<file path="src/rtl/ptbe_pkg.sv">
// ----------------------------------------------------------------------------
// ptbe_pkg: shared types and constants of the pointer tag bitmap engine
// Sizes of the tag store, granule arithmetic widths, the operation codes,
// the command passed from front to back and the back-end state encoding.
// ----------------------------------------------------------------------------
package ptbe_pkg;

    // tag store geometry: one tag bit per 8-byte granule, 64 tags per word
    localparam int BITMAP_WORDS = 1024;
    localparam int WORD_W       = 64;
    localparam int BIT_W        = 6;
    localparam int WORD_AW      = (BITMAP_WORDS > 1) ? $clog2(BITMAP_WORDS) : 1;

    // request field widths
    localparam int ADDR_W     = 19;
    localparam int SIZE_W     = 20;
    localparam int GRAN_SHIFT = 3;

    // granule arithmetic: wide enough for range ends, store size and sums
    localparam int GEND_W  = SIZE_W + 1 - GRAN_SHIFT;
    localparam int TOTAL_W = WORD_AW + BIT_W + 1;
    localparam int G_W     = ((TOTAL_W > GEND_W) ? TOTAL_W : GEND_W) + 1;
    localparam logic [G_W-1:0] GRAN_TOTAL = G_W'(BITMAP_WORDS * WORD_W);

    // command queue between front and back
    localparam int QUEUE_DEPTH = 2;
    localparam int QP_W        = (QUEUE_DEPTH > 1) ? $clog2(QUEUE_DEPTH) : 1;

    typedef enum logic [1:0] {
        OP_MARK  = 2'd0,
        OP_CLEAR = 2'd1,
        OP_COPY  = 2'd2,
        OP_QUERY = 2'd3
    } t_op;

    // classified command, word-level view of the request
    typedef struct packed {
        t_op                op;
        logic               noop;     // no store access, answer only
        logic               status;   // range beyond the store
        logic               nz;       // pointer nonzero (mark)
        logic               desc;     // copy walks words downward
        logic [WORD_AW-1:0] ws;       // first word of the range
        logic [WORD_AW-1:0] we;       // last word of the range
        logic [WORD_AW-1:0] wfirst;   // first word visited
        logic [WORD_AW-1:0] sfirst;   // low source word for wfirst
        logic [BIT_W-1:0]   sl;       // first granule bit in ws
        logic [BIT_W-1:0]   el;       // last granule bit in we
        logic [BIT_W-1:0]   sh;       // source bit offset for copy
    } t_cmd;

    // tag store port request from the back end
    typedef struct packed {
        logic               wr_en;
        logic [WORD_AW-1:0] wr_addr;
        logic [WORD_W-1:0]  wr_data;
        logic               rd_en;
        logic [WORD_AW-1:0] rd_addr;
    } t_mem_req;

    typedef enum logic [2:0] {
        S_CLEAR  = 3'd0,
        S_IDLE   = 3'd1,
        S_RD_SHI = 3'd2,
        S_RD_DST = 3'd3,
        S_WRITE  = 3'd4,
        S_RESP   = 3'd5
    } t_back_state;

endpackage

</file>
<file path="src/rtl/ptbe_if.sv">
// ----------------------------------------------------------------------------
// ptbe_if: request and response channels of the tag bitmap engine
// Valid/ready channels; a beat moves when valid and ready are both high.
// ----------------------------------------------------------------------------
interface ptbe_in_if;
    import ptbe_pkg::*;

    logic              valid;
    logic              ready;
    logic [1:0]        opcode;
    logic [ADDR_W-1:0] dest_addr;
    logic [ADDR_W-1:0] src_addr;
    logic [SIZE_W-1:0] size_bytes;
    logic              pointer_nonzero;

    modport source (
        output valid, opcode, dest_addr, src_addr, size_bytes, pointer_nonzero,
        input  ready
    );
    modport sink (
        input  valid, opcode, dest_addr, src_addr, size_bytes, pointer_nonzero,
        output ready
    );
endinterface


</file>
<file path="src/rtl/ptbe_front.sv">
// ----------------------------------------------------------------------------
// ptbe_front: request intake and classification
// Range checks, no-op detection and word-level planning of each request.
// ----------------------------------------------------------------------------
module ptbe_front (
    ptbe_in_if.sink          i_req,
    input  logic             i_clearing,
    input  logic             i_q_full,
    output logic             o_push,
    output ptbe_pkg::t_cmd   o_cmd
);
    import ptbe_pkg::*;

    t_op              op;
    logic [SIZE_W:0]  byte_end;
    logic [G_W-1:0]   start_g;
    logic [G_W-1:0]   end_g;
    logic [G_W-1:0]   src_g;
    logic [G_W-1:0]   span;
    logic [G_W-1:0]   src_end;
    logic [G_W-1:0]   last_g;
    logic [G_W-1:0]   sbase;
    logic             bad_start;
    logic             bad_end;
    logic             bad_src;
    logic             single;
    logic             desc;
    logic [WORD_AW-1:0] ws;
    logic [WORD_AW-1:0] we;
    logic [WORD_AW-1:0] wfirst;

    // accept while the queue has room and the store is not being swept
    assign i_req.ready = !i_q_full && !i_clearing;
    assign o_push      = i_req.valid && i_req.ready;

    // granule range of the request
    assign op       = t_op'(i_req.opcode);
    assign byte_end = (SIZE_W+1)'(i_req.dest_addr) + (SIZE_W+1)'(i_req.size_bytes);
    assign start_g  = G_W'(i_req.dest_addr[ADDR_W-1:GRAN_SHIFT]);
    assign end_g    = G_W'(byte_end[SIZE_W:GRAN_SHIFT]);
    assign src_g    = G_W'(i_req.src_addr[ADDR_W-1:GRAN_SHIFT]);
    assign span     = end_g - start_g;
    assign src_end  = src_g + span;

    // bounds against the store size
    assign bad_start = (start_g >= GRAN_TOTAL);
    assign bad_end   = (end_g > GRAN_TOTAL);
    assign bad_src   = (src_end > GRAN_TOTAL);

    // word plan: mark and query touch one granule
    assign single = (op == OP_MARK) || (op == OP_QUERY);
    assign last_g = single ? start_g : (end_g - G_W'(1));
    assign ws     = start_g[WORD_AW+BIT_W-1:BIT_W];
    assign we     = last_g[WORD_AW+BIT_W-1:BIT_W];
    assign desc   = (op == OP_COPY) && (src_g < start_g);
    assign wfirst = desc ? we : ws;

    // low source word for the first visited word (two's complement, wraps)
    assign sbase = G_W'({wfirst, {BIT_W{1'b0}}}) + src_g - start_g;

    // command build
    always_comb begin
        o_cmd        = '0;
        o_cmd.op     = op;
        o_cmd.nz     = i_req.pointer_nonzero;
        o_cmd.desc   = desc;
        o_cmd.ws     = ws;
        o_cmd.we     = we;
        o_cmd.wfirst = wfirst;
        o_cmd.sfirst = sbase[WORD_AW+BIT_W-1:BIT_W];
        o_cmd.sl     = start_g[BIT_W-1:0];
        o_cmd.el     = last_g[BIT_W-1:0];
        o_cmd.sh     = src_g[BIT_W-1:0] - start_g[BIT_W-1:0];
        case (op)
            OP_MARK: begin
                o_cmd.status = bad_start;
                o_cmd.noop   = bad_start || !i_req.pointer_nonzero;
            end
            OP_CLEAR: begin
                o_cmd.status = bad_end;
                o_cmd.noop   = bad_end || (span == '0);
            end
            OP_COPY: begin
                o_cmd.status = bad_end || bad_src;
                o_cmd.noop   = bad_end || bad_src || (span == '0);
            end
            default: begin
                o_cmd.status = bad_start;
                o_cmd.noop   = bad_start;
            end
        endcase
    end

endmodule

</file>
<file path="src/flat_wrapper.sv">
// flat-port wrapper written by rule: the top's interface ports become plain ports
module ptbe_front_flat import ptbe_pkg::*;
  (i_clearing, i_q_full, o_push, o_cmd, i_req_valid, i_req_opcode, i_req_dest_addr, i_req_src_addr, i_req_size_bytes, i_req_pointer_nonzero, i_req_ready);
  ptbe_in_if i_req_i ();
  input  logic i_clearing;
  input  logic i_q_full;
  output logic o_push;
  output ptbe_pkg::t_cmd o_cmd;
  input wire logic [$bits(i_req_i.valid)-1:0] i_req_valid;
  input wire logic [$bits(i_req_i.opcode)-1:0] i_req_opcode;
  input wire logic [$bits(i_req_i.dest_addr)-1:0] i_req_dest_addr;
  input wire logic [$bits(i_req_i.src_addr)-1:0] i_req_src_addr;
  input wire logic [$bits(i_req_i.size_bytes)-1:0] i_req_size_bytes;
  input wire logic [$bits(i_req_i.pointer_nonzero)-1:0] i_req_pointer_nonzero;
  output wire logic [$bits(i_req_i.ready)-1:0] i_req_ready;
  assign i_req_i.valid = i_req_valid;
  assign i_req_i.opcode = i_req_opcode;
  assign i_req_i.dest_addr = i_req_dest_addr;
  assign i_req_i.src_addr = i_req_src_addr;
  assign i_req_i.size_bytes = i_req_size_bytes;
  assign i_req_i.pointer_nonzero = i_req_pointer_nonzero;
  assign i_req_ready = i_req_i.ready;
  ptbe_front u_core (.i_req(i_req_i), .i_clearing(i_clearing), .i_q_full(i_q_full), .o_push(o_push), .o_cmd(o_cmd));
endmodule
</file>
<file path="config.mk">
export PLATFORM = sky130hd
export DESIGN_NAME = ptbe_front_flat
export DESIGN_NICKNAME = d
export VERILOG_FILES = /design/src/rtl/ptbe_pkg.sv /design/src/rtl/ptbe_if.sv /design/src/rtl/ptbe_front.sv /design/src/flat_wrapper.sv
export SDC_FILE = /design/constraint.sdc
export NUM_CORES = 1
export LEC_CHECK = 0
export BUFFER_PORTS_ARGS = -buffer_cell sky130_fd_sc_hd__buf_2
export CAP_MARGIN = 20
export CORE_MARGIN = 10
export CORE_UTILIZATION = 35
export DETAILED_ROUTE_END_ITERATION = 7
export GPL_TIMING_DRIVEN = 0
export PLACE_DENSITY_LB_ADDON = 0.12
export SLEW_MARGIN = 10
export SYNTH_ARGS = -nofsm -noshare
export SYNTH_HDL_FRONTEND = slang
export SYNTH_SLANG_ARGS = --single-unit
</file>
<file path="constraint.sdc">
create_clock -name vclk -period 7.7
set_input_delay 0.385 -clock vclk [all_inputs]
set_output_delay 0.385 -clock vclk [all_outputs]
set_load 0.01 [all_outputs]
</file>
==> reports/qor.yml, run 1 <==
grt:
  grt_pass1_wl_mm: 26.9
  grtUsageTotal: 0.158
  grt_antenna_before_repair: 0
  first_global_vias: 5305
  grt_max_degree: 11
  grt_overflow: 0
die:
  io_pins: 130
  die_w_um: 139
  core.rowCount: 43
  dieArea_mm2: 0.0194
  coreArea_mm2: 0.0139
  initial_core_util: 0.358
  die_h_um: 139
status:
  status: "completed"
logic_synthesis:
  synth_fp_nets: 835
  ys_seq_area_frac: 0
  synth_compound_gate_area_share: 0.276
  synth_area_leaders: "ha_1, fa_1, a21oi_1"
  netlist_instances: 667
  synth_cell_types: 82
  yosysWarnings: 0
  yosys.area.top_type_share: 0.221
  synthAdderAreaFrac: 0.285
  avgSynthCellArea_um2: 7.48
  synth-simple-area-share: 0.227
  yosysTopAreaCell: "ha_1"
  synth_xor_xnor_area_share: 0.100
  yosysMostFrequentCell: "ha_1"
  synthMuxAreaShare: 0.0344
  netlist_area_mm2: 0.00499
  synth_top_family_by_area: "adder cells"
  synth_common_cells: "ha_1, nor2_1, a21oi_1"
cells_and_area:
  layout-drive-gt1-share: 0.234
  antenna_cells: 0
  clkbuf_count: 0
  syn2layout_area_growth_pct: 17.4
  seq_cells: 0
  fin_util: 0.420
  fin_nets: 964
  seq_area_um2: 0
  fillers: 1457
min_path:
  hold_end: "i_req_ready"
  worstHoldStart: "i_q_full"
  hp-class: "input pin to output pin"
  hold_depth: 3
route:
  drt-initial-drc-count: 267
  ant_nets: 0
  wl_per_cell_um: 16.8
  drt-total-wl_mm: 16.4
  drcViolationCount: 0
  vias: 5353
  vias_per_cell: 5.50
  first_pass_iters: 4
worst_setup_path:
  arrival_ns: 6.60
  crit_required_ns: 7.32
  crit_fanout: 8
  path_buf_inv: 3
  worstSetupEndpointType: "output pin"
  start_kind: "input pin"
  slowest_delay_ns: 0.62
  crit_type: "input pin to output pin"
  cp_top_family: "compound AO/OA/AOI/OAI gates"
  slowest_stage: "a2111oi_2"
power_and_ir_drop:
  power_density_mw_per_mm2: 192
  pwr-share-seq: 0
  ir_drop_mv: 0.116
  power.leakage_nw: 2.76
  p_comb_frac: 1.000
  p_sw_frac: 0.583
  p_int_uw: 468
  p_clk_frac: 0
  p_sw_uw: 654
sta:
  fmax_mhz: 143
  grt_setup_unrepaired: "false"
  slew_viol_final: 0
  tightest_slew_ns: 0.699
  period_share: 0.907
  finalHoldViolations: 0
  totalNegativeSetupSlack_ns: 0
  slew_headroom: 0.530
  setup-violations-final: 0
  period_needed_ns: 6.98
flow_run:
  max-cap-violations: 0
cts:
  cts_setup_buffers: 0
place:
  gp_routability_congestion: 0.838
  dp_hpwl_mm: 14.4
  portBuffers: 127
-- metal layers --
layer	up-vias	wire [µm]	global-route usage
li1	2723	-	-
met1	2466	7820	0.216
met2	154	7510	0.270
met3	10	887	0.0191
met4	0	149	0.0132
met5	-	0	0
-- power groups by stage --
stage	clock network, mW	logic, mW	registers, mW
final	0	1.12	0
after global routing	0	1.26	0
after CTS	0	1.12	0
after detailed placement	0	1.11	0
after global placement	0	1.09	0
after floorplan	0	0.813	0
-- cells by family (layout without fill, tap and decap cells) --
family          Yosys count  in the layout
xor+xnor                 53             53
simple gates            214            214
mux                      16             16
compound gates          197            197
buf+inv                  83            210
fa+ha+maj               104            104
-- stage by stage --
stage	hold WS (ns)	setup slack [ns]	total power, mW	cell area [µm²]	std cells
4_1_cts	1.01	0.402	1.12	5850	974
3_5_place_dp	1.01	0.444	1.11	5850	974
3_3_place_gp	1.01	0.508	1.09	5850	974
2_1_floorplan	0.817	1.91	0.813	4990	667
6_report	1.01	0.717	1.12	5850	974
5_1_grt	1.04	0.0385	1.26	5850	974
-- final cells by class --
type	count	area [µm²]	area share
repair buffers	127	636	0.109
well taps	180	225	0.0385
inverters	56	210	0.0359
multi-input cells	584	4610	0.787
plain buffers	27	176	0.0301
-- placed cells by master (no fill, tap or decap), types with 8 or more instances in the layout --
master | netlist | final
nor3_1 | 19 | 19
a21oi_1 | 57 | 57
a31oi_1 | 9 | 9
nand2_1 | 31 | 31
xor2_1 | 21 | 21
nand3_1 | 19 | 19
ha_1 | 88 | 88
mux2_2 | 9 | 9
nor2_1 | 62 | 62
or3_1 | 15 | 15
fa_1 | 16 | 16
or2_2 | 8 | 8
a21o_1 | 12 | 12
buf_4 | 20 | 20
buf_2 | 0 | 127
o21ai_0 | 31 | 31
xnor2_1 | 29 | 29
inv_1 | 55 | 55
-- how the worst max path moves through the flow --
stage	start	to	slack (ns)	cells after the start
floorplan	i_req_size_bytes[2]	o_cmd[61]	1.91	20
global placement	i_req_dest_addr[6]	o_cmd[61]	0.51	25
detailed placement	i_req_dest_addr[6]	o_cmd[61]	0.44	22
CTS	i_req_dest_addr[6]	o_cmd[61]	0.40	22
global route	i_req_dest_addr[7]	o_cmd[60]	0.04	25
finish	i_req_dest_addr[6]	o_cmd[61]	0.72	25
-- what timing repair did --
item | in CTS | in global routing
hold buffers | 0 | 0
endpoints found under the hold margin | 0 | 0
endpoints found under the setup margin | 0 | 2
gates resized for setup | 0 | 2
Power figures use the tool's default switching activity.
==> run 2, diff against run 1 <==
- CORE_UTILIZATION: 35 -> 40
==> run 2 against run 1 <==
  * Clock-buffer cell count unchanged
  * Total power decreased by 0.33%
  * Via count up 1.7%
  * Core utilization is 6.2 points higher
  * Maximum frequency down 0.11%
  * Cell count is 1.2% lower
  * Cell area is 0.26% lower
  * Worst setup slack worse by 0.0077 ns
  * Sequential share of layout area is the same
  * Global-route usage rose by 1.4 points
  * First-iteration DRC count is 49% higher
==> reports/qor.yml, run 2 (synthesis results as in run 1) <==
route:
  drcViolationCount: 0  # unchanged
  drt-total-wl_mm: 16.0  # -2.0%
  ant_nets: 0  # unchanged
  vias_per_cell: 5.66  # +3.0%
  first_pass_iters: 5  # +1
  drt-initial-drc-count: 398  # +49%
  wl_per_cell_um: 16.7  # -0.79%
  vias: 5445  # +1.7%
place:
  dp_hpwl_mm: 14.1  # -1.9%
  gp_routability_congestion: 0.843  # +0.67%
  portBuffers: 127  # unchanged
  dp_cells: 962  # -1.2%
status:
  status: "completed"
die:
  dieArea_mm2: 0.0173  # -11%
  core.rowCount: 40  # -7.0%
  io_pins: 130  # unchanged
  die_w_um: 132  # -5.5%
  coreArea_mm2: 0.0121  # -13%
  die_h_um: 132  # -5.5%
  initial_core_util: 0.412  # +0.0539
cells_and_area:
  clkbuf_count: 0  # unchanged
  seq_cells: 0  # unchanged
  final_common_cell: "buf_2"
  layout-drive-gt1-share: 0.234  # unchanged
  mostFrequentLayoutCells: "buf_2, ha_1, nor2_1"
  multi_input_area_mm2: 0.00461  # unchanged
  stdcell_count: 962  # -1.2%
  fillers: 1283  # -12%
  fin_nets: 964  # unchanged
  antenna_cells: 0  # unchanged
  seq_area_um2: 0  # unchanged
  syn2layout_area_growth_pct: 17.1
worst_setup_path:
  crit_type: "input pin to output pin"
  path_buf_inv: 3  # unchanged
  worstSetupEndpointType: "output pin"
  arrival_ns: 6.61  # about the same
  slowest_stage: "a2111oi_2"
  crit_required_ns: 7.32  # about the same
  cp_num_cells: 25  # unchanged
  crit_end: "o_cmd[61]"
  slowest_delay_ns: 0.57  # -0.05 ns
  start_kind: "input pin"
  cp_top_family: "compound AO/OA/AOI/OAI gates"
  crit_start: "i_req_dest_addr[7]"
  crit_fanout: 8  # unchanged
grt:
  grtUsageTotal: 0.173  # +0.0142
  grt_overflow: 0  # unchanged
  first_global_vias: 5385  # +1.5%
  grt_antenna_before_repair: 0  # unchanged
  grt_pass1_wl_mm: 26.3  # -2.4%
  grt_max_degree: 11  # unchanged
sta:
  tightest_slew_ns: 0.725  # +0.0256 ns
  slew_viol_final: 0  # unchanged
  setup-violations-final: 0  # unchanged
  fmax_mhz: 143  # -0.11%
  period_needed_ns: 6.99  # +0.00767 ns
  period_share: 0.908  # +0.000996
  grt_setup_unrepaired: "false"
  totalNegativeSetupSlack_ns: 0  # unchanged
  slew_headroom: 0.513  # -0.0172
  finalHoldViolations: 0  # unchanged
power_and_ir_drop:
  p_sw_uw: 650  # -0.63%
  pwr-share-seq: 0  # unchanged
  p_int_uw: 468  # about the same
  power.leakage_nw: 2.76  # unchanged
  p_sw_frac: 0.581  # -0.00175
  p_comb_frac: 1.000  # about the same
  power_density_mw_per_mm2: 191  # about the same
  ir_drop_mv: 0.125  # +8.4%
  p_clk_frac: 0  # unchanged
cts:
  hold_buffers: 0  # unchanged
min_path:
  hp-class: "input pin to output pin"
flow_run:
  max-cap-violations: 0  # unchanged
==> run 2: cell counts in the layout (fill, tap and decap cells not counted) <==
No cell type changed its count.
==> run 2: repair_timing <==
| item | CTS | global route |
|---|---|---|
| gates resized for setup | 0 | 2 |
| endpoints found under the setup margin | 0 | 2 |
| setup buffers | 0 | 0 |
==> run 2: routing by layer <==
metal / GRT usage / routed length, µm / vias to the layer above
met3: 0.0156 / 642 / 16
met1: 0.225 / 7530 / 2568
met5: 0 / 0 / -
li1: - / - / 2723
met4: 0.0216 / 197 / 0
met2: 0.307 / 7670 / 138
==> run 2: how the worst min path moves through the flow <==
stage | start | endpoint | slack, ns | depth (start not counted)
3_3_place_gp | i_q_full | i_req_ready | 1.01 | 3
3_5_place_dp | i_q_full | i_req_ready | 1.01 | 3
2_1_floorplan | i_q_full | i_req_ready | 0.82 | 1
5_1_grt | i_q_full | i_req_ready | 1.03 | 3
4_1_cts | i_q_full | i_req_ready | 1.01 | 3
6_report | i_q_full | i_req_ready | 1.01 | 3
==> run 2: final cells by class <==
cell class,count,area share
Buffer,27,0.0302
Multi-Input combinational cell,584,0.789
Inverter,56,0.0360
Timing Repair Buffer,127,0.109
Tap cell,168,0.0360
==> run 2: metrics by stage <==
| step | cell area (µm²) | power [mW] | utilization | hold slack (ns) | setup WS (ns) |
|---|---|---|---|---|---|
| after floorplan | 4990 | 0.813 | - | 0.817 | 1.91 |
| after global placement | 5830 | 1.08 | 0.482 | 1.01 | 0.648 |
| after detailed placement | 5830 | 1.10 | 0.482 | 1.01 | 0.483 |
| after CTS | 5830 | 1.11 | 0.482 | 1.01 | 0.471 |
| after global routing | 5840 | 1.25 | 0.482 | 1.03 | 0.0965 |
| final | 5840 | 1.12 | 0.482 | 1.01 | 0.709 |
==> run 2: power by group through the flow <==
stage                     sequential (mW)  clock (mW)  combinational, mW
after detailed placement                0           0               1.10
after global routing                    0           0               1.25
after floorplan                         0           0              0.813
final                                   0           0               1.12
after global placement                  0           0               1.08
after CTS                               0           0               1.11
==> run 3, diff against run 2 <==
- CORE_ASPECT_RATIO: unset -> 0.5
- CORE_MARGIN: 10 -> 2
- PLACE_DENSITY: unset -> 0.72
- PLACE_DENSITY_LB_ADDON: 0.12 -> unset
==> run 3 against run 2 <==
  * Die area down 23%
  * Critical path depth unchanged
  * Hold slack worse by 0.0032 ns
  * Flip-flop and latch count unchanged
  * Total power shrank 0.77%
  * Critical path type unchanged
  * Largest cell class unchanged
==> reports/qor.yml, run 3 (synthesis results as in run 1) <==
cells_and_area:
  layout-drive-gt1-share: 0.234  # unchanged
  multi_input_area_mm2: 0.00462  # +0.27%
  antenna_cells: 0  # unchanged
  syn2layout_area_growth_pct: 17.3
  final_common_cell: "buf_2"
  fillers: 1238  # -3.5%
  fin_nets: 964  # unchanged
  mostFrequentLayoutCells: "buf_2, ha_1, nor2_1"
  fin_util: 0.488  # +0.00597
  seq_area_um2: 0  # unchanged
  seq_cells: 0  # unchanged
  clkbuf_count: 0  # unchanged
die:
  die_w_um: 162  # +23%
  dieArea_mm2: 0.0134  # -23%
  core.rowCount: 28  # -30%
  initial_core_util: 0.416  # +0.00447
  io_pins: 130  # unchanged
  coreArea_mm2: 0.0120  # -1.1%
  die_h_um: 82.9  # -37%
grt:
  grtUsageTotal: 0.213  # +0.0402
  first_global_vias: 5138  # -4.6%
  grt_antenna_before_repair: 0  # unchanged
  grt_overflow: 0  # unchanged
  grt_max_degree: 11  # unchanged
  grt_pass1_wl_mm: 24.3  # -7.6%
route:
  drt-total-wl_mm: 14.7  # -8.3%
  ant_nets: 0  # unchanged
  vias: 5370  # -1.4%
  first_pass_iters: 4  # -1
  wl_per_cell_um: 15.3  # -8.0%
  vias_per_cell: 5.60  # -1.1%
  drt-initial-drc-count: 274  # -31%
  drcViolationCount: 0  # unchanged
worst_setup_path:
  crit_type: "input pin to output pin"
  crit_required_ns: 7.32  # about the same
  start_kind: "input pin"
  slowest_delay_ns: 0.47  # -0.10 ns
  worstSetupEndpointType: "output pin"
  cp_top_family: "compound AO/OA/AOI/OAI gates"
  arrival_ns: 6.75  # +0.14 ns
  slowest_stage: "o311ai_0"
  crit_fanout: 8  # unchanged
  path_buf_inv: 3  # unchanged
sta:
  tightest_slew_ns: 0.852  # +0.127 ns
  setup-violations-final: 0  # unchanged
  slew_headroom: 0.428  # -0.0855
  totalNegativeSetupSlack_ns: 0  # unchanged
  fmax_mhz: 140  # -2.0%
  period_needed_ns: 7.13  # +0.143 ns
  finalHoldViolations: 0  # unchanged
  grt_setup_unrepaired: "false"
  period_share: 0.926  # +0.0186
  slew_viol_final: 0  # unchanged
power_and_ir_drop:
  p_sw_frac: 0.579  # -0.00215
  p_int_uw: 467  # -0.26%
  p_sw_uw: 642  # -1.1%
  power_density_mw_per_mm2: 190  # -0.92%
  ir_drop_mv: 0.0895  # -29%
  p_clk_frac: 0  # unchanged
  power.leakage_nw: 2.76  # about the same
  fin_total_pwr_mw: 1.11  # -0.77%
  pwr-share-seq: 0  # unchanged
  p_comb_frac: 1.000  # about the same
min_path:
  hp-class: "input pin to output pin"
  hold_depth: 3  # unchanged
  worstHoldStart: "i_q_full"
  hold_end: "i_req_ready"
status:
  status: "completed"
place:
  dp_hpwl_mm: 12.8  # -9.3%
  portBuffers: 127  # unchanged
  gp_routability_congestion: 0.981  # +16%
cts:
  hold_buffers: 0  # unchanged
flow_run:
  max-cap-violations: 0  # unchanged
-- run 3: cell counts in the layout (fill, tap and decap cells not counted) --
No cell type changed its count.
-- run 3: worst max path at each step --
stage / startpoint / endpoint / slack (ns) / cells after the start
2_1_floorplan: i_req_size_bytes[2] / o_cmd[61] / 1.91 / 20
5_1_grt: i_req_dest_addr[5] / o_cmd[61] / 0.05 / 25
3_3_place_gp: i_req_dest_addr[6] / o_cmd[61] / 0.59 / 25
3_5_place_dp: i_req_dest_addr[6] / o_cmd[61] / 0.56 / 25
4_1_cts: i_req_dest_addr[6] / o_cmd[61] / 0.54 / 25
6_report: i_req_dest_addr[6] / o_cmd[61] / 0.57 / 25
-- run 3: area by class of cell --
class / count / area share
buffer: 27 / 0.0302
inverter: 56 / 0.0359
multi-input combinational: 584 / 0.790
tap: 165 / 0.0353
timing repair buffer: 127 / 0.109
-- run 3: metrics by stage --
stage	cell area, µm²	instances	hold slack [ns]	setup slack, ns
2_1_floorplan	4990	667	0.817	1.91
3_3_place_gp	5830	959	1.00	0.586
3_5_place_dp	5830	959	1.01	0.559
4_1_cts	5830	959	1.01	0.538
5_1_grt	5850	959	1.04	0.0479
6_report	5850	959	1.01	0.566
-- run 3: power by group through the flow --
stage | clock [mW] | combinational (mW) | sequential [mW]
final | 0 | 1.11 | 0
after floorplan | 0 | 0.813 | 0
after CTS | 0 | 1.10 | 0
after global placement | 0 | 1.07 | 0
after global routing | 0 | 1.24 | 0
after detailed placement | 0 | 1.09 | 0
-- run 3: per-layer routing --
metal  wire length, µm  vias to the layer above  global-route usage
met4                69                        0              0.0129
met3               850                        8              0.0210
li1                  -                     2721                   -
met2              6380                      154               0.348
met5                 0                        -                   0
met1              7400                     2487               0.315
-- run 3: repair_timing --
action,4_1_cts,5_1_grt
resized for setup,0,2
hold endpoints to repair,0,0
endpoints found under the setup margin,0,2
setup buffers,0,0
